===== config.mk =====
export PLATFORM = sky130hd
export DESIGN_NAME = slep_queue
export DESIGN_NICKNAME = d
export VERILOG_FILES = /design/src/slep_pkg.sv /design/src/slep_queue.sv
export SDC_FILE = /design/constraint.sdc
export NUM_CORES = 1
export LEC_CHECK = 0
export BUFFER_PORTS_ARGS = -buffer_cell sky130_fd_sc_hd__clkbuf_2
export CORE_ASPECT_RATIO = 0.75
export CORE_MARGIN = 5
export CORE_UTILIZATION = 54
export CTS_CLUSTER_SIZE = 10
export DETAILED_ROUTE_END_ITERATION = 10
export GPL_TIMING_DRIVEN = 0
export HOLD_SLACK_MARGIN = 0.15
export PLACE_DENSITY = 0.82
export SETUP_SLACK_MARGIN = 0.02
export SLEW_MARGIN = 10
export SYNTH_ARGS = -nofsm -noshare
export SYNTH_HDL_FRONTEND = slang
export SYNTH_SLANG_ARGS = --single-unit

===== constraint.sdc =====
create_clock -name aclk -period 2.3 [get_ports aclk]
set_input_delay 0.23 -clock aclk [delete_from_list [all_inputs] [get_ports aclk]]
set_output_delay 0.23 -clock aclk [all_outputs]
set_load 0.03 [all_outputs]

===== src/slep_pkg.sv =====
// shared types and constants for the source line execution profiler
// no dependencies; imported by every other file of the block except slep_ram
package slep_pkg;

    localparam int FILE_ID_BITS  = 32;
    localparam int LINE_BITS     = 10;
    localparam int OUT_BITS      = 32;
    localparam int S_TDATA_BITS  = 48;
    localparam int M_TDATA_BITS  = 64;
    localparam int LINE_CMP_BITS = 17;
    localparam int QUEUE_DEPTH   = 2;

    localparam logic OP_COUNT = 1'b0;
    localparam logic OP_READ  = 1'b1;

    typedef enum logic [1:0] {
        CMD_NONE,
        CMD_COUNT,
        CMD_READ
    } cmd_kind_t;

    typedef struct packed {
        cmd_kind_t kind;
        logic      entered;
        logic      found;
        logic      dropped;
    } cmd_ctl_t;

    typedef enum logic [1:0] {
        BK_CLEAR,
        BK_IDLE,
        BK_ACCESS
    } back_state_t;

endpackage


===== src/slep_queue.sv =====
// short command queue between front and back end
// uses slep_pkg for the depth
module slep_queue #(
    parameter int WIDTH = 17
) (
    input  logic             aclk,
    input  logic             aresetn,
    input  logic             push,
    input  logic [WIDTH-1:0] push_data,
    output logic             push_ready,
    input  logic             pop,
    output logic [WIDTH-1:0] pop_data,
    output logic             pop_valid
);
    import slep_pkg::*;

    localparam int PW = $clog2(QUEUE_DEPTH);
    localparam int CW = $clog2(QUEUE_DEPTH + 1);

    logic [WIDTH-1:0] ent_reg [QUEUE_DEPTH];
    logic [PW-1:0]    wr_ptr_reg, wr_ptr_next;
    logic [PW-1:0]    rd_ptr_reg, rd_ptr_next;
    logic [CW-1:0]    cnt_reg, cnt_next;
    logic             do_push, do_pop;

    assign push_ready = (cnt_reg != CW'(QUEUE_DEPTH));
    assign pop_valid  = (cnt_reg != '0);
    assign pop_data   = ent_reg[rd_ptr_reg];
    assign do_push    = push && push_ready;
    assign do_pop     = pop && pop_valid;

    always_comb begin
        wr_ptr_next = wr_ptr_reg;
        rd_ptr_next = rd_ptr_reg;
        cnt_next    = cnt_reg;
        if (do_push) begin
            wr_ptr_next = (wr_ptr_reg == PW'(QUEUE_DEPTH - 1)) ? '0 : wr_ptr_reg + PW'(1);
        end
        if (do_pop) begin
            rd_ptr_next = (rd_ptr_reg == PW'(QUEUE_DEPTH - 1)) ? '0 : rd_ptr_reg + PW'(1);
        end
        if (do_push && !do_pop) begin
            cnt_next = cnt_reg + CW'(1);
        end else if (do_pop && !do_push) begin
            cnt_next = cnt_reg - CW'(1);
        end
    end

    always_ff @(posedge aclk) begin
        if (!aresetn) begin
            wr_ptr_reg <= '0;
            rd_ptr_reg <= '0;
            cnt_reg    <= '0;
        end else begin
            wr_ptr_reg <= wr_ptr_next;
            rd_ptr_reg <= rd_ptr_next;
            cnt_reg    <= cnt_next;
        end
    end

    always_ff @(posedge aclk) begin
        if (do_push) begin
            ent_reg[wr_ptr_reg] <= push_data;
        end
    end

endmodule


==> results.md, run 1 <==
* Status: finished clean
* Worst Path Max Fanout at 10
* CTS max path bufs at 2
* CTS tree: done
* Period utilization at 81.04%
* Initial DRC Count at 20
* Total gr overflow at 0
* Detail Route Antenna Nets at 0
* Max Slew Vio Count at 0
* CTS clk-pin slew, worst paths at 0.10 ns
* Core Util, Final at 74.47%
* Clock Latency Late Sink at around 0.33 ns
* Mapped Cells at 77
* Worst slew pin tran at 0.7576 ns
* TritonCTS Buffers at 5
* Startpoint Class: flip-flop
* CTS root buf: clkbuf_4
* Synth warn at 0
* H-tree depth at 2
* Slew headroom at 49.49%
* WS Path Type: flip-flop to primary output
* First-pass GRT wire length at roughly 3.9 mm
* Remaining DRCs at 0
* CP max stage cell: mux2_2
* CP cell instances: buf_4 -> buf_2 -> mux2_2 -> clkbuf_2
* Drt pass-1 iters at 4
* Max Clk Rate at between 0.5 and 0.6 GHz
* Starting Density at 56.39%
* Vias per inst at 4.820
* Ports at 40
* Commonest non-fill, non-tap cells in the layout: clkbuf_2, edfxtp_1, dlygate4sd3_1
* Final WL at 2.373 mm
* Die area at 3872 um^2
* RSZ-0062 raised after global routing: false
* Slowest stage delay, CP at 0.38 ns
* Final Hold Viols at 0
* Fin cells at 178
* Critical Path AT at approximately 1.6 ns
* VDD IR-drop max at 0.7914 mV
* Routed WL per cell at approximately 13 um
* Die H at approximately 55 um
* Final Setup Violations at 0
* Placed Cells at 152
* Initial antenna violation count at 0
* DP Wirelength at about 1.7 mm
* RD Place Congestion at 0.6350
* Endpoint class of the critical path: primary output
* Net Count, Synth at 99
* Pwr/cell area at around 1000 nW/um^2
* Synth Cell Area at between 1000 and 1500 um^2
* Diode count at 0
* Largest net degree at the start of global routing at 18
* Core area at 2603 um^2
* Vias in the first global route at 893
* Final Skew at 0.005698 ns
* Synth-to-Final Area Change at 32.05%
* Vias post-DR at ~860
* Die width at between 70 and 80 um
* Row count at 16
* Share of cells above drive strength 1 at around 47%
* Max cap viols at 0
* Synthesized area per cell at 19.06 um^2
* Filler cells at 177
* Gr usage total at approximately 15%
* Nets at 163
* Worst EP required at 2.07 ns
* Sink Count at 39
* Worst Hold Class: primary input to flip-flop
* IO buf count at 39
* Leak Pwr at between 0.0007 and 0.0008 uW
* Most common cell after layout, fill and taps aside: clkbuf_2
* Post-CTS Setup Bufs at 0
* Max reg flops at 34
* Seq/Total Area, Yosys at 76.39%
* #FFs+latches synth at 39
* Netlist cell types at 20
* Total Negative Setup Slacks at 0 ns
* Fin crit period at 1.864 ns
==> logic make-up after synthesis <==
family	synth area share, %
DFF	76.39
muxes	13.04
and+or+nand+nor	4.434
AOI/OAI and AO/OA	2.387
xor gates and xnor gates	1.791
buffers and inverters	1.108
adders and majority gates	0.8524
==> report_power, final <==
group	switching, uW	internal (uW)	total (uW)
Combinational	440	292	731
Sequential	41.0	890	931
Clock	196	119	315
Total	676	1300	1980
==> cells in the mapped netlist, drive strengths merged <==
cell | number | area [um^2]
a21bo | 1 | 10.01
nand3b | 1 | 7.510
inv | 1 | 3.750
o21ai | 2 | 10.00
edfxtp | 34 | 1021
and3 | 1 | 6.260
or2 | 1 | 6.260
mux2 | 17 | 191.4
buf | 2 | 12.51
dfxtp | 5 | 100.1
a21boi | 2 | 15.02
and2 | 4 | 25.02
ha | 1 | 12.51
nand2b | 1 | 13.76
or3 | 1 | 6.260
xnor2 | 2 | 17.52
xor2 | 1 | 8.760
==> area by class of cell <==
| cell class | instances | area (um^2) | share of cell area, % |
|---|---|---|---|
| clock inverters | 1 | 5.005 | 0.2582 |
| well taps | 36 | 45.04 | 2.324 |
| clock buffers | 7 | 45.04 | 2.324 |
| flip-flops and latches | 39 | 1121 | 57.84 |
| multi-input cells | 35 | 330.3 | 17.04 |
| inverters | 1 | 3.754 | 0.1937 |
| repair buffers | 57 | 375.4 | 19.37 |
| plain buffers | 2 | 12.51 | 0.6456 |
==> critical path, delay by kind of cell (launching register included) <==
kind                   cells  cell delay, ns
flip-flops                 1            0.32
multiplexers               1            0.38
buffers and inverters      3            0.61
==> per-layer routing <==
| metal | track usage, % | vias to the layer above | part of all wire, % |
|---|---|---|---|
| met5 | 0 | - | 0 |
| met4 | 8.599 | 0 | 2.2 |
| met3 | 5.957 | 7 | 6.7 |
| met2 | 25.86 | 28 | 50 |
| met1 | 15.09 | 406 | 41 |
| li1 | - | 417 | - |
==> stage by stage <==
stage	power [uW]	hold slack (ns)	setup WS, ns	area (um^2)
after detailed placement	1666	0.4222	0.6222	1708
after CTS	2005	0.2258	0.4049	1938
after global routing	2095	0.2311	0.3163	1938
after global placement	1646	0.4181	0.6562	1708
final	1977	0.2407	0.4361	1938
after floorplan	1483	0.3289	0.7496	1468
==> path summary, 6_finish.rpt <==
| path | start | end | cells after the start | slack (ns) |
|---|---|---|---|---|
| max | flip-flop | pop_data[8] | 4 | 0.44 |
| min | push | wr_ptr_reg | 3 | 0.24 |
| max reg2reg | cnt_reg[0] | ent_reg[1][3] | 2 | 0.68 |
| min reg2reg | cnt_reg[1] | cnt_reg[1] | 2 | 0.57 |
==> timing repair <==
item                                   4_1_cts  5_1_grt
endpoints found under the hold margin       36        0
hold buffers                                18        0
gates resized for setup                      0        0
(Power assumes the default switching activity.)
==> inputs of run 2 (changes only) <==
--- a/config.mk
+++ b/config.mk
@@ -5,15 +5,16 @@
 export SDC_FILE = /design/constraint.sdc
 export NUM_CORES = 1
 export LEC_CHECK = 0
+export ABC_AREA = 1
 export BUFFER_PORTS_ARGS = -buffer_cell sky130_fd_sc_hd__clkbuf_2
 export CORE_ASPECT_RATIO = 0.75
 export CORE_MARGIN = 5
-export CORE_UTILIZATION = 54
+export CORE_UTILIZATION = 51
 export CTS_CLUSTER_SIZE = 10
 export DETAILED_ROUTE_END_ITERATION = 10
 export GPL_TIMING_DRIVEN = 0
 export HOLD_SLACK_MARGIN = 0.15
-export PLACE_DENSITY = 0.82
+export PLACE_DENSITY = 0.78
 export SETUP_SLACK_MARGIN = 0.02
 export SLEW_MARGIN = 10
 export SYNTH_ARGS = -nofsm -noshare
==> constraint.sdc (replaced) <==
create_clock -name aclk -period 1.9 [get_ports aclk]
set_input_delay 0.19 -clock aclk [delete_from_list [all_inputs] [get_ports aclk]]
set_output_delay 0.19 -clock aclk [all_outputs]
set_load 0.03 [all_outputs]
==> run 2 against run 1 <==
  * Non-clock buffer count is 1 lower
  * Global-route usage fell by 0.75 points
  * Sequential share of layout area decreased by 2.3 points
  * Clock skew increased by 0.00063 ns
  * Synthesized area rose by 3.7%
  * Die area increased by 8.1%
  * Sequential power is 22% higher
  * Clock power increased by 63%
  * Hold slack got worse by 0.071 ns
  * Register-to-register slack got worse by 0.52 ns
  * Setup slack got worse by 0.28 ns
  * Core utilization fell by 4.7 points
  * Largest cell class unchanged
==> results.md, run 2 <==
* Synth top area share at 67.11% (-2.5 points)
* Synth Flop Type: edfxtp_1
* Final Setup Violations at 0 (unchanged)
* Vias post-DR at 891 (+3.8%)
* Worst EP required at 1.81 ns (-0.26 ns)
* CTS resizes at 0 (unchanged)
* Max Clk Rate at 0.5748 GHz
* Synthesized area per cell at 16.91 um^2 (-11%)
* Total gr overflow at 0 (unchanged)
* Final Skew at 0.006324 ns (+0.0006256 ns)
* Core Util, Final at 69.81% (-4.7 points)
* Top post-synthesis cells by area: edfxtp_1, mux2_4, dfxtp_1, mux2_2, nand2_1
* RSZ-0062 raised after global routing: false
* CTS root buf: clkbuf_8
* Die width at 73.07 um (+4.1%)
* VDD IR-drop max at 0.8335 mV (+5.3%)
* Synth warn at 0 (unchanged)
* Max reg flops at 34 (unchanged)
* Leak Pwr at 0.0008305 uW (+9.1%)
* IO buf count at 39 (unchanged)
* DP Area at 1769 um^2 (+3.6%)
* Max Slew Vio Count at 0 (unchanged)
* Drt pass-1 iters at 4 (unchanged)
* First-pass GRT wire length at 4.215 mm (+6.8%)
* Critical Path AT at 1.65 ns (+0.02 ns)
* Synth-to-Final Area Change at 32.73%
* Vias in the first global route at 951 (+6.5%)
* Row count at 17 (+1)
* Area of the multi-input gates at 344.1 um^2 (+4.2%)
* Most frequent cell after synthesis: edfxtp_1
* Pre-CTS setup slack at 0.1596 ns (-0.4626 ns)
* Routed WL per cell at 13.36 um (+0.21%)
* CTS clk-pin slew, worst paths at 0.07 ns (-0.03 ns)
* EDFF count, synth at 34 (unchanged)
* DP Wirelength at 1.743 mm (+5.1%)
* Mapped Cells at 90 (+17%)
* Clock Latency Late Sink at 0.29 ns (-0.04 ns)
* Die H at 57.30 um (+3.9%)
* RD Place Congestion at 0.6787 (+6.9%)
* Endpoint class of the critical path: flip-flop
* Pwr/cell area at 1272 nW/um^2 (+25%)
* Worst Path Max Fanout at 17 (+7)
* Slew headroom at 40.70% (-8.8 points)
* Startpoint Class: flip-flop
* Design Power at 2570 uW (+30%)
* Final Hold Viols at 0 (unchanged)
* Async set or reset register ratio after synthesis at 0% (unchanged)
* Net Count, Synth at 112 (+13%)
* Period utilization at 91.56%
* #FFs+latches synth at 39 (unchanged)
* Nets at 175 (+7.4%)
* WHS at 0.1699 ns (-0.07083 ns)
* TritonCTS Buffers at 5 (unchanged)
* Die area at 4187 um^2 (+8.1%)
* Remaining DRCs at 0 (unchanged)
* Status: finished clean
* Final WL at 2.565 mm (+8.1%)
* WS Path Type: flip-flop to flip-flop
* Sink Count at 39 (unchanged)
* Commonest non-fill, non-tap cells in the layout: clkbuf_2, edfxtp_1, dlygate4sd3_1
* Finished Cell Area at 2019 um^2 (+4.2%)
* Ports at 40 (unchanged)
* Netlist cell types at 16 (-20%)
* Share of cells above drive strength 1 at 42.86% (-4.3 points)
* Commonest cells post-synth: edfxtp_1, mux2_4, nand2_1
* Setup WS post-layout at 0.1603 ns (-0.2758 ns)
* Starting Density at 52.60% (-3.8 points)
* Worst Hold Class: primary input to flip-flop
* Core area at 2893 um^2 (+11%)
* Diode count at 0 (unchanged)
* CTS max path bufs at 2 (unchanged)
* Gr usage total at 13.80% (-0.75 points)
* CTS tree: done
* Vias per inst at 4.641 (-3.7%)
* H-tree depth at 2 (unchanged)
* Detail Route Antenna Nets at 0 (unchanged)
* Initial antenna violation count at 0 (unchanged)
* Fin crit period at roughly 1.7 ns
* Filler cells at 229 (+29%)
* Yosys top cell by area: edfxtp_1
* Post-CTS Setup Bufs at 0 (unchanged)
* Initial DRC Count at 29 (+45%)
* Storage cell area at 1121 um^2 (unchanged)
* Largest net degree at the start of global routing at 18 (unchanged)
* Worst slew pin tran at 0.8886 ns (+0.1310 ns)
* Synth Cell Area at 1521 um^2 (+3.7%)
* Hold_buf cts at 17 (-1)
* Max cap viols at 0 (unchanged)
* Seq/Total Area, Yosys at 73.68% (-2.7 points)
* Most common cell after layout, fill and taps aside: clkbuf_2
==> run 2: changes by cell type after synthesis, sizes merged, moves of 2 or more <==
cell,previous run,this run
and2,4,0
xnor2,2,0
nand2,0,9
nor2,0,8
a21boi,2,0
inv,1,8
==> run 2: kinds of logic after synthesis <==
group / share of synthesized area [%]
AO/OA/AOI/OAI: 1.480
AND/OR/NAND/NOR: 4.934
buffers and inverters: 4.030
multiplexers: 15.05
adder cells (fa/ha/maj): 0.8222
flip-flops: 73.68
==> run 2: layout make-up <==
type                       instances  share of cell area [%]
inverter                           8                   1.487
tap                               38                   2.354
clock buffer                       8                   3.965
buffer                             2                   1.549
timing repair buffer              56                   18.09
multi-input combinational         41                   17.04
sequential                        39                   55.51
==> run 2: routing by layer <==
| metal | track usage [%] | wire, um |
|---|---|---|
| met5 | 0 | 0 |
| met4 | 4.737 | 33 |
| met3 | 6.514 | 204 |
| met2 | 23.57 | 1291 |
| met1 | 14.99 | 1035 |
==> run 2: path summary, 6_finish.rpt <==
kind / from / endpoint / slack, ns / depth (start not counted)
setup / recovery: cnt_reg[0] / ent_reg[1][4] / 0.16 / 4
setup reg to reg: cnt_reg[0] / ent_reg[1][4] / 0.16 / 4
hold / removal: aresetn / cnt_reg[1] / 0.17 / 3
hold reg to reg: rd_ptr_reg / flip-flop / 0.52 / 2
==> run 2: through the flow <==
| stage | cells | TNS [ns] |
|---|---|---|
| floorplan | 90 | -1.006 |
| global placement | 167 | -6.242 |
| detailed placement | 167 | 0 |
| CTS | 192 | 0 |
| global route | 192 | 0 |
| finish | 192 | 0 |
==> run 2: critical path, stage by stage (launching register included) <==
cell and delay, ns:
dfxtp_1 0.38, inv_2 0.08, nand2_1 0.08, nand2_1 0.12, nor2_2 0.70
==> run 2: power breakdown <==
part	internal, uW	total [uW]	switching, uW
logic	353	915	562
registers	1090	1140	51.7
clock network	260	513	253
total	1700	2570	867
