==> src/slep_pkg.sv <==
// shared types and constants for the source line execution profiler
// no dependencies; imported by every other file of the block except slep_ram
package slep_pkg;

    localparam int FILE_ID_BITS  = 32;
    localparam int LINE_BITS     = 10;
    localparam int OUT_BITS      = 32;
    localparam int S_TDATA_BITS  = 48;
    localparam int M_TDATA_BITS  = 64;
    localparam int LINE_CMP_BITS = 17;
    localparam int QUEUE_DEPTH   = 2;

    localparam logic OP_COUNT = 1'b0;
    localparam logic OP_READ  = 1'b1;

    typedef enum logic [1:0] {
        CMD_NONE,
        CMD_COUNT,
        CMD_READ
    } cmd_kind_t;

    typedef struct packed {
        cmd_kind_t kind;
        logic      entered;
        logic      found;
        logic      dropped;
    } cmd_ctl_t;

    typedef enum logic [1:0] {
        BK_CLEAR,
        BK_IDLE,
        BK_ACCESS
    } back_state_t;

endpackage

==> src/slep_front.sv <==
// front end: accepts transfers, tracks file slots and the current line,
// and turns each item into a counter command; uses slep_pkg
module slep_front #(
    parameter int MAX_FILES = 8,
    parameter int MAX_LINES = 1024,
    parameter int AW        = 13
) (
    input  logic                              aclk,
    input  logic                              aresetn,
    input  logic                              in_valid,
    output logic                              in_ready,
    input  logic                              op,
    input  logic [slep_pkg::FILE_ID_BITS-1:0] file_id,
    input  logic [slep_pkg::LINE_BITS-1:0]    line,
    input  logic                              busy,
    input  logic                              q_ready,
    output logic                              q_push,
    output slep_pkg::cmd_ctl_t                q_ctl,
    output logic [AW-1:0]                     q_addr
);
    import slep_pkg::*;

    localparam int SW  = (MAX_FILES > 1) ? $clog2(MAX_FILES) : 1;
    localparam int FUW = $clog2(MAX_FILES + 1);

    logic [FILE_ID_BITS-1:0] fid_reg [MAX_FILES];
    logic [FUW-1:0]          used_reg, used_next;
    logic [SW-1:0]           cur_slot_reg, cur_slot_next;
    logic                    cur_known_reg, cur_known_next;
    logic [LINE_BITS-1:0]    prev_line_reg, prev_line_next;
    logic                    prev_known_reg, prev_known_next;

    logic [MAX_FILES-1:0] hit;
    logic [SW-1:0]        hit_slot;
    logic [SW-1:0]        tslot;
    logic [SW-1:0]        acc_slot;
    logic                 found;
    logic                 full;
    logic                 line_ok;
    logic                 same;
    logic                 prev_known_eff;
    logic                 insert;
    logic                 accept;

    // parallel match against the taken slots; identifiers are unique
    always_comb begin
        for (int i = 0; i < MAX_FILES; i++) begin
            hit[i] = (FUW'(i) < used_reg) && (fid_reg[i] == file_id);
        end
        hit_slot = '0;
        for (int i = MAX_FILES - 1; i >= 0; i--) begin
            if (hit[i]) begin
                hit_slot = SW'(i);
            end
        end
    end

    assign found    = |hit;
    assign full     = (used_reg == FUW'(MAX_FILES));
    assign line_ok  = (LINE_CMP_BITS'(line) < LINE_CMP_BITS'(MAX_LINES));
    assign tslot    = found ? hit_slot : used_reg[SW-1:0];
    assign same     = cur_known_reg && found && (hit_slot == cur_slot_reg);
    assign acc_slot = (op == OP_READ) ? hit_slot : tslot;
    assign q_addr   = AW'(acc_slot) * AW'(MAX_LINES) + AW'(line);
    assign in_ready = !busy && q_ready;
    assign accept   = in_valid && in_ready;

    always_comb begin
        used_next       = used_reg;
        cur_slot_next   = cur_slot_reg;
        cur_known_next  = cur_known_reg;
        prev_line_next  = prev_line_reg;
        prev_known_next = prev_known_reg;
        prev_known_eff  = prev_known_reg;
        insert          = 1'b0;
        q_push          = 1'b0;
        q_ctl           = '{kind: CMD_NONE, entered: 1'b0, found: 1'b0, dropped: 1'b0};
        if (accept) begin
            q_push = 1'b1;
            if (op == OP_READ) begin
                if (found) begin
                    q_ctl.found = 1'b1;
                    if (line_ok) begin
                        q_ctl.kind = CMD_READ;
                    end else begin
                        q_ctl.dropped = 1'b1;
                    end
                end
            end else if (file_id != '0) begin
                if (!found && full) begin
                    cur_known_next  = 1'b0;
                    prev_known_next = 1'b0;
                    q_ctl.dropped   = 1'b1;
                end else begin
                    if (!found) begin
                        insert    = 1'b1;
                        used_next = used_reg + FUW'(1);
                    end
                    // switching file restarts the line tracking
                    if (!same) begin
                        cur_slot_next  = tslot;
                        cur_known_next = 1'b1;
                        prev_known_eff = 1'b0;
                    end
                    q_ctl.entered   = !prev_known_eff || (line != prev_line_reg);
                    q_ctl.found     = 1'b1;
                    prev_line_next  = line;
                    prev_known_next = 1'b1;
                    if (line_ok) begin
                        q_ctl.kind = CMD_COUNT;
                    end else begin
                        q_ctl.dropped = 1'b1;
                    end
                end
            end
        end
    end

    always_ff @(posedge aclk) begin
        if (!aresetn) begin
            used_reg       <= '0;
            cur_slot_reg   <= '0;
            cur_known_reg  <= 1'b0;
            prev_line_reg  <= '0;
            prev_known_reg <= 1'b0;
        end else begin
            used_reg       <= used_next;
            cur_slot_reg   <= cur_slot_next;
            cur_known_reg  <= cur_known_next;
            prev_line_reg  <= prev_line_next;
            prev_known_reg <= prev_known_next;
        end
    end

    always_ff @(posedge aclk) begin
        if (insert) begin
            fid_reg[used_reg[SW-1:0]] <= file_id;
        end
    end

endmodule

==> config.mk <==
export PLATFORM = sky130hd
export DESIGN_NAME = slep_front
export DESIGN_NICKNAME = d
export VERILOG_FILES = /design/src/slep_pkg.sv /design/src/slep_front.sv
export SDC_FILE = /design/constraint.sdc
export NUM_CORES = 1
export LEC_CHECK = 0
export ABC_CLOCK_PERIOD_IN_PS = 6950
export BUFFER_PORTS_ARGS = -buffer_cell sky130_fd_sc_hd__buf_2
export CORE_MARGIN = 2
export CORE_UTILIZATION = 42
export CTS_BUF_LIST = sky130_fd_sc_hd__clkbuf_8
export DETAILED_ROUTE_END_ITERATION = 16
export GPL_TIMING_DRIVEN = 0
export PLACE_DENSITY_LB_ADDON = 0.2
export SKIP_CTS_REPAIR_TIMING = 1
export SLEW_MARGIN = 5
export SYNTH_ARGS = -nofsm -noshare
export SYNTH_HDL_FRONTEND = slang
export SYNTH_SLANG_ARGS = --single-unit
==> constraint.sdc <==
create_clock -name aclk -period 6.95 [get_ports aclk]
set_clock_uncertainty 0.15 [all_clocks]
set_input_delay 0.3475 -clock aclk [delete_from_list [all_inputs] [get_ports aclk]]
set_output_delay 0.3475 -clock aclk [all_outputs]
set_load 0.05 [all_outputs]
==> metrics.txt, run 1 <==
input/output buffers 67; most frequent cells in the layout 256 x edfxtp_1, 160 x xnor2_1, 110 x xor2_1, 84 x buf_2, 57 x nand4_1; Worst VDD drop between 0.0001 and 0.00015 V; CTS tree built; DP HPWL approximately 28 mm; unrepaired setup endpoints after global routing false; final core area utilization 0.505; Post-synth EDFFs 256; row count 63; CTS Buf Count about 50; # DRC 0; top post-synthesis cells by area edfxtp_1 61%, xnor2_1 11%, xor2_1 7.7%; final setup fails 0; Gate power share 0.083; sequential power share 0.522; FF-to-FF Start used_reg[1]; Hold Vio Cnt, Final 0; # H-tree levels 2; GPL Wtd Cong about 0.91; Synth top area share 0.611; Synth-to-Final Area Change 18.5%; Die Y about 180 um; layout cells sized above 1 0.203; Clock Power Share 0.395; switch share 0.251; Initial Utilization 0.426; Leakage between 4 and 5 nW; Yosys Warn Count 0; Startpoint Class input port; cell taking the most area after synthesis edfxtp_1; final worst setup slack a little under 2 ns; flop2flop setup slack ~2.2 ns; Vias/cell about 5.4; drt total wl roughly 38 mm; register cell area after layout ~8100 um^2; CP Capture Point q_ctl[1]; Core Area 29600 um^2; multi-input logic area about 4200 um^2; Unique masters post-synth between 50 and 60; Fillers roughly 2600; IO Count 68; Finished Cell Area around 15000 um^2; largest net degree at the start of global routing 14; Worst Hold Class input port to flip-flop; Max-slew headroom 0.267; Hold Slack approximately 0.0045 ns; pwr/cell area about 230 nW/um^2; Mapped Nets approximately 930; Syn Inst Count roughly 880; GRT overflow 0; Avg Cell Area, Syn roughly 14 um^2; total track usage 0.247; post-synthesis async set-or-reset flop share 0; Detailed Route Iter0 Violations approximately 820; Met3 Wirelength 2.62 mm; main flop type after synthesis edfxtp_1; vias in the first global route approximately 8000; Initial DRT Pass Iterations 5; Cell Int Power between 0.002 and 0.003 W; Die W 177 um; M1 WL about 16 mm; Critical Path RT between 6 and 7 ns; critical path class input port to output port; Reg-to-Reg End fid_reg[6][20]; initial antenna violation count 0; most common cell after layout, fill and taps aside edfxtp_1; met2 wire len between 15 and 20 mm; run status complete, no violations; crit path DAT roughly 4.5 ns; Detail Route Antenna Nets 0; clock tree buffer depth 3; synthesized cell area roughly 13000 um^2; path depth of the worst reg2reg path 15; Worst setup startpoint file_id[22]; Max Fclk 200 MHz; Root Buffer clkbuf_8; max FFs per register approximately 260; Area after DPL ~14000 um^2; Final min period between 4 and 5 ns; CTS Sinks ~280; fin. max-slew vios 0; Seq cells post-synth 275; CP endpoint kind output port; total power 0.00348 W; Net count, final ~1100; hold path depth 1; via count just over 8000; worst-path maximum fanout 10; sequential area share after synthesis 0.641; max-cap violations 0; wire length per cell 25.7 um; Top Metal Used met4; Reg clk slew, reported paths roughly 0.06 ns; ANT cells 0; die area about 31000 um^2; Slew @ Worst Pin around 1.1 ns; first-pass GRT wire length ~54 mm; DP Worst Slack approximately 2.0 ns; Net Switching 0.000871 W; post-route clock period utilization 0.719; clock latency on the worst-skew pair around 0.58 ns
-- power by group through the flow --
stage | Sequential [W] | Clock, W | Combinational [W]
after global placement | 0.00185 | 0 | 0.000274
after detailed placement | 0.00185 | 0 | 0.000276
final | 0.00182 | 0.00137 | 0.000288
after CTS | 0.00182 | 0.00140 | 0.000277
after floorplan | 0.00185 | 0 | 0.000155
after global routing | 0.00182 | 0.00146 | 0.000306
-- stage by stage --
stage	std cells	setup TNS [ns]
after floorplan	881	0
after global placement	1338	-511.64
after detailed placement	1374	0
after CTS	1464	0
after global routing	1492	0
final	1492	0
-- how the worst min path moves through the flow --
stage / end / from
4_1_cts: prev_line_reg[6] / line[6]
3_3_place_gp: cur_known_reg / cur_known_reg
3_5_place_dp: cur_known_reg / cur_known_reg
2_1_floorplan: cur_known_reg / cur_known_reg
6_report: fid_reg[7][5] / file_id[5]
5_1_grt: fid_reg[6][23] / file_id[23]
-- layer usage --
layer,vias up,track usage
met1,4026,0.337
met4,0,0.105
met5,-,0
met3,90,0.0415
met2,344,0.390
li1,3647,-
-- cell type report --
type	instances	area share
plain buffers	49	0.0241
clock buffers	49	0.0452
clock inverters	41	0.0134
inverters	10	0.00260
multi-input cells	547	0.279
flip-flops and latches	275	0.541
well taps	390	0.0327
repair buffers	131	0.0617
-- synthesized netlist by cell type (all sizes together) (9+ instances only) --
library cell and count:
edfxtp 256, inv 9, xor2 111, nand2 19
nor3 16, nand3 14, nor4 61, buf 46
dfxtp 19, xnor2 160, nand4 57, nor2 26
mux2i 14
-- kinds of logic after synthesis --
logic type / share of synthesized area
AOI/OAI and AO/OA: 0.0172
buffers and inverters: 0.0316
adders and majority gates: 0.00298
DFF: 0.641
and+or+nand+nor: 0.107
xor gates and xnor gates: 0.189
muxes: 0.0111
-- critical path, stage by stage --
cell           delay (ns)
dlygate4sd3_1        0.51
buf_2                0.23
buf_2                0.37
xor2_1               0.12
nor4_1               0.92
nand4b_1             0.18
or4_1                0.63
nand2_1              0.23
nor3_2               0.12
a21o_1               0.22
clkinv_2             0.09
buf_8                0.15
or2_2                0.11
buf_2                0.25
Note: power is estimated with default switching activity, not from simulation.
==> run 2: changes to the inputs <==
--- a/config.mk
+++ b/config.mk
@@ -5,7 +5,7 @@
 export SDC_FILE = /design/constraint.sdc
 export NUM_CORES = 1
 export LEC_CHECK = 0
-export ABC_CLOCK_PERIOD_IN_PS = 6950
+export ABC_CLOCK_PERIOD_IN_PS = 4500
 export BUFFER_PORTS_ARGS = -buffer_cell sky130_fd_sc_hd__buf_2
 export CORE_MARGIN = 2
 export CORE_UTILIZATION = 42
==> constraint.sdc (replaced) <==
create_clock -name aclk -period 4.5 [get_ports aclk]
set_clock_uncertainty 0.15 [all_clocks]
set_input_delay 0.225 -clock aclk [delete_from_list [all_inputs] [get_ports aclk]]
set_output_delay 0.225 -clock aclk [all_outputs]
set_load 0.05 [all_outputs]
==> metrics.txt, run 2 (same netlist as run 1, synthesis figures left out) <==
max FFs per register 256 (unchanged); Critical Path RT 4.12 ns (was 6.45 ns); met3 GRT Util 0.0415 (unchanged); CP delay by family, top simple AND/OR/NAND/NOR gates (unchanged); vias in the first global route 7800 (unchanged); Leakage 5.12 nW (was 4.98 nW); total power 0.00539 W (was 0.00348 W); initial antenna violation count 0 (unchanged); Vias/cell 5.43 (about the same); unrepaired setup endpoints after global routing true (was false); Detailed Route Iter0 Violations 861 (was 821); IO Count 68 (unchanged); CTS tree built (unchanged); Synth-to-Final Area Change 21.0% (was 18.5%); Root Buffer clkbuf_8 (unchanged); ANT cells 0 (unchanged); Slew @ Worst Pin 0.832 ns (was 1.09 ns); path depth of the worst reg2reg path 15 (unchanged); drt total wl 39.0 mm (was 38.4 mm); register cell area after layout 8070 um^2 (unchanged); first-pass GRT wire length 54.2 mm (unchanged); Crit path buffers/inverters 4 (was 6); max-cap violations 0 (unchanged); worst-path maximum fanout 9 (was 10); run status complete, no violations (unchanged); fin. max-slew vios 0 (unchanged); Initial Utilization 0.426 (unchanged); global route hottest layer met2 (unchanged); Post-Route Setup TNS 0 ns (unchanged); # DRC 0 (unchanged); final core area utilization 0.515 (was 0.505); CTS Buf Count 49 (unchanged); Detail Route Antenna Nets 0 (unchanged); DP HPWL 27.7 mm (unchanged); multi-input logic area 4250 um^2 (was 4170 um^2); CP endpoint kind output port (unchanged); CTS Sinks 275 (unchanged); CP Cell Sequence dlygate4sd3_1 > buf_2 > buf_4 > xnor2_1 > nand4_1 > or4b_1 > nor4_1 > a2bb2oi_1 > o211a_4 > xor2_2 > and3_1 > a21oi_1 > buf_2 (was dlygate4sd3_1 > buf_2 > buf_2 > xor2_1 > nor4_1 > nand4b_1 > or4_1 > nand2_1 > nor3_2 > a21o_1 > clkinv_2 > buf_8 > or2_2 > buf_2); DP Worst Slack -0.292 ns (was 2.04 ns); largest net degree at the start of global routing 14 (unchanged); most frequent cells in the layout 256 x edfxtp_1, 160 x xnor2_1, 110 x xor2_1, 84 x buf_2, 57 x nand4_1 (unchanged); GPL Wtd Cong 0.910 (unchanged); Die Y 177 um (unchanged); Crit. path cell count 13 (was 14); Worst Hold Class input port to flip-flop (unchanged); Startpoint Class input port (unchanged); Worst path max stage delay 0.54 ns (was 0.92 ns); Worst VDD drop 0.000206 V (was 0.000142 V); GRT overflow 0 (unchanged); pwr/cell area 354 nW/um^2 (was 233 nW/um^2); slowest stage cell, crit path dlygate4sd3_1 (was nor4_1); total track usage 0.247 (unchanged); final setup fails 0 (unchanged); Final min period 4.38 ns; met1 usage 0.337 (unchanged); Core Area 29600 um^2 (unchanged); Die W 177 um (unchanged); critical path class input port to output port (unchanged); Critical Path Most Common Cell buf_2 (unchanged); Net count, final 1140 (was 1114); row count 63 (unchanged); wire length per cell 25.7 um (about the same); most common cell after layout, fill and taps aside edfxtp_1 (unchanged); Max-slew headroom 0.441 (was 0.267); # H-tree levels 2 (unchanged); Fillers 2636 (was 2645); Max Fclk between 200 and 250 MHz; clock latency on the worst-skew pair 0.58 ns (about the same); Reg clk slew, reported paths 0.06 ns (about the same); Hold Vio Cnt, Final 0 (unchanged); layout cells sized above 1 0.209 (was 0.203); hold path depth 6 (was 1); post-route clock period utilization 0.974; input/output buffers 67 (unchanged); final worst setup slack 0.118 ns (was 1.96 ns); M2 GR Usage 0.390 (unchanged); clock tree buffer depth 3 (unchanged); Initial DRT Pass Iterations 5 (unchanged); Hold Slack 0.0505 ns (was 0.00447 ns); via count 8245 (was 8107); die area 31400 um^2 (unchanged); crit path DAT 4.01 ns (was 4.50 ns)
-- run 2: power breakdown --
part / switching, W / leakage [nW] / internal [W]
Sequential: 0.00000418 / 2.46 / 0.00280
Clock: 0.00104 / 0.500 / 0.00107
Combinational: 0.000303 / 2.16 / 0.000159
Total: 0.00135 / 5.12 / 0.00404
-- run 2: area by class of cell --
cell class / count / area share
buffer: 49 / 0.0236
clock buffer: 49 / 0.0443
clock inverter: 41 / 0.0131
inverter: 10 / 0.00255
multi-input combinational: 547 / 0.279
sequential: 275 / 0.530
tap: 390 / 0.0320
timing repair buffer: 157 / 0.0760
-- run 2: path summary, 6_finish.rpt --
path	from	endpoint	slack, ns
max	file_id[1]	q_ctl[2]	0.12
min	in_valid	cur_known_reg	0.05
max reg2reg	used_reg[1]	fid_reg[6][19]	0.13
min reg2reg	cur_known_reg	cur_known_reg	0.32
-- run 2: worst min-delay path, stage by stage --
cell     delay [ns]
buf_2          0.09
nand2_1        0.09
nor3_1         0.09
inv_1          0.08
a31oi_1        0.04
o22ai_1        0.12
-- run 2: stage by stage --
stage	std cells	area [um^2]
floorplan	881	12600
CTS	1464	14600
global placement	1338	13400
finish	1518	15200
global route	1518	15200
detailed placement	1374	13800
-- run 2: per-layer routing --
layer / wire, um / up-vias
li1: - / 3703
met1: 17000 / 4110
met2: 17800 / 348
met3: 2490 / 84
met4: 1740 / 0
met5: 0 / -
==> run 3: changes to the inputs <==
==> constraint.sdc (replaced) <==
create_clock -name aclk -period 4.5 [get_ports aclk]
set_clock_uncertainty 0.15 [all_clocks]
set_input_delay 0 -clock aclk [delete_from_list [all_inputs] [get_ports aclk]]
set_output_delay 0 -clock aclk [all_outputs]
set_load 0.05 [all_outputs]
==> metrics.txt, run 3 (same netlist as run 1, synthesis figures left out) <==
Slew @ Worst Pin 1.11 ns (was 0.832 ns); crit path DAT 4.55 ns (was 4.01 ns); largest net degree at the start of global routing 14 (unchanged); Worst path max stage delay 0.95 ns (was 0.54 ns); most common cell after layout, fill and taps aside edfxtp_1 (unchanged); Post-Route Setup TNS 0 ns (unchanged); critical path class input port to flip-flop (was input port to output port); Vias/cell 5.43 (about the same); Initial Utilization 0.426 (unchanged); max FFs per register 256 (unchanged); initial antenna violation count 0 (unchanged); post-route clock period utilization 0.973 (was 0.974); clock latency on the worst-skew pair 0.58 ns (about the same); final worst setup slack 0.120 ns (was 0.118 ns); GPL Wtd Cong 0.910 (unchanged); run status finished, violations left (was complete, no violations); multi-input logic area 4240 um^2 (was 4250 um^2); ANT cells 0 (unchanged); Worst VDD drop 0.000224 V (was 0.000206 V); total track usage 0.247 (unchanged); Hold Slack -0.0110 ns (was 0.0505 ns); Critical Path RT 4.67 ns (was 4.12 ns); row count 63 (unchanged); first-pass GRT wire length 54.2 mm (unchanged); DP HPWL 27.7 mm (unchanged); Initial DRT Pass Iterations 7 (was 5); Root Buffer clkbuf_8 (unchanged); clock tree buffer depth 3 (unchanged); Final min period 4.38 ns (about the same); GRT overflow 0 (unchanged); final core area utilization 0.515 (about the same); max-cap violations 0 (unchanged); slowest stage cell, crit path nor4_1 (was dlygate4sd3_1); CP endpoint kind flip-flop (was output port); Die Y 177 um (unchanged); Reg clk slew, reported paths 0.05 ns (was 0.06 ns); drt total wl 38.6 mm (was 39.0 mm); CTS Buf Count 49 (unchanged); via count 8237 (was 8245); CTS Sinks 275 (unchanged); worst-path maximum fanout 10 (was 9); CP delay by family, top simple AND/OR/NAND/NOR gates (unchanged); Finished Cell Area 15200 um^2 (about the same); Synth-to-Final Area Change 20.9% (was 21.0%); DP Worst Slack -0.109 ns (was -0.292 ns); # H-tree levels 2 (unchanged); failing checks negative hold slack; CTS tree built (unchanged); Detailed Route Iter0 Violations 847 (was 861); pwr/cell area 354 nW/um^2 (about the same); Leakage 5.11 nW (was 5.12 nW); Startpoint Class input port (unchanged); vias in the first global route 7800 (unchanged); fin. max-slew vios 0 (unchanged); register cell area after layout 8070 um^2 (unchanged); Fillers 2631 (was 2636); # DRC 0 (unchanged); wire length per cell 25.5 um (was 25.7 um); IO Count 68 (unchanged); Max-slew headroom 0.251 (was 0.441); Max Fclk 228 MHz (about the same); Die W 177 um (unchanged); die area 31400 um^2 (unchanged); Net count, final 1138 (was 1140); layout cells sized above 1 0.205 (was 0.209); Critical Path Most Common Cell buf_4 (was buf_2); Crit path buffers/inverters 7 (was 4); Area after DPL 13800 um^2 (unchanged); Core Area 29600 um^2 (unchanged); CP Cell Sequence dlygate4sd3_1 > buf_2 > buf_4 > xor2_1 > nor4_1 > nand4b_1 > or4_1 > nand2_1 > nor3_4 > nand3b_1 > buf_4 > nor4_4 > buf_4 > buf_4 > buf_4 (was dlygate4sd3_1 > buf_2 > buf_4 > xnor2_1 > nand4_1 > or4b_1 > nor4_1 > a2bb2oi_1 > o211a_4 > xor2_2 > and3_1 > a21oi_1 > buf_2); input/output buffers 67 (unchanged); Worst Hold Class input port to flip-flop (unchanged); Hold Vio Cnt, Final 1 (was 0); most frequent cells in the layout 256 x edfxtp_1, 160 x xnor2_1, 110 x xor2_1, 84 x buf_2, 57 x nand4_1 (unchanged); final setup fails 0 (unchanged); Detail Route Antenna Nets 0 (unchanged)
run 3: layout make-up:
cell class / count / area share
repair buffers: 156 / 0.0760
plain buffers: 48 / 0.0233
flip-flops and latches: 275 / 0.530
clock inverters: 41 / 0.0132
clock buffers: 49 / 0.0443
well taps: 390 / 0.0321
inverters: 10 / 0.00255
multi-input cells: 547 / 0.279
run 3: where the power goes:
| part | total, W | switching, W | leakage [nW] | internal (W) |
|---|---|---|---|---|
| Sequential | 0.00281 | 0.00000441 | 2.46 | 0.00280 |
| Clock | 0.00212 | 0.00104 | 0.500 | 0.00107 |
| Combinational | 0.000459 | 0.000300 | 2.16 | 0.000159 |
run 3: worst paths after layout:
check / from / end / slack, ns / cells after the start
hold / removal: in_valid / used_reg[1] / -0.01 / 6
hold reg to reg: cur_known_reg / cur_known_reg / 0.32 / 2
setup reg to reg: fid_reg[2][23] / fid_reg[0][13] / 0.21 / 12
setup / recovery: file_id[23] / fid_reg[0][13] / 0.12 / 15
run 3: per-layer routing:
metal	GRT usage	routed length, um	share of wire	vias to the layer above
li1	-	-	-	3699
met1	0.337	16600	0.43	4104
met2	0.390	17700	0.46	351
met3	0.0415	2610	0.068	83
met4	0.105	1710	0.044	0
met5	0	0	0	-
run 3: worst min-delay path: stages:
cell      delay, ns
buf_2          0.09
nand2_1        0.09
nor3_1         0.09
nand3b_1       0.20
mux2i_1        0.11
nor2_1         0.08
run 3: stage by stage:
step / hold slack (ns) / power [W] / std cells
final: -0.0110 / 0.00538 / 1516
after global routing: 0.0398 / 0.00555 / 1516
after CTS: -0.469 / 0.00539 / 1464
after detailed placement: 0.137 / 0.00329 / 1374
after global placement: 0.129 / 0.00328 / 1338
after floorplan: -0.0511 / 0.00310 / 881
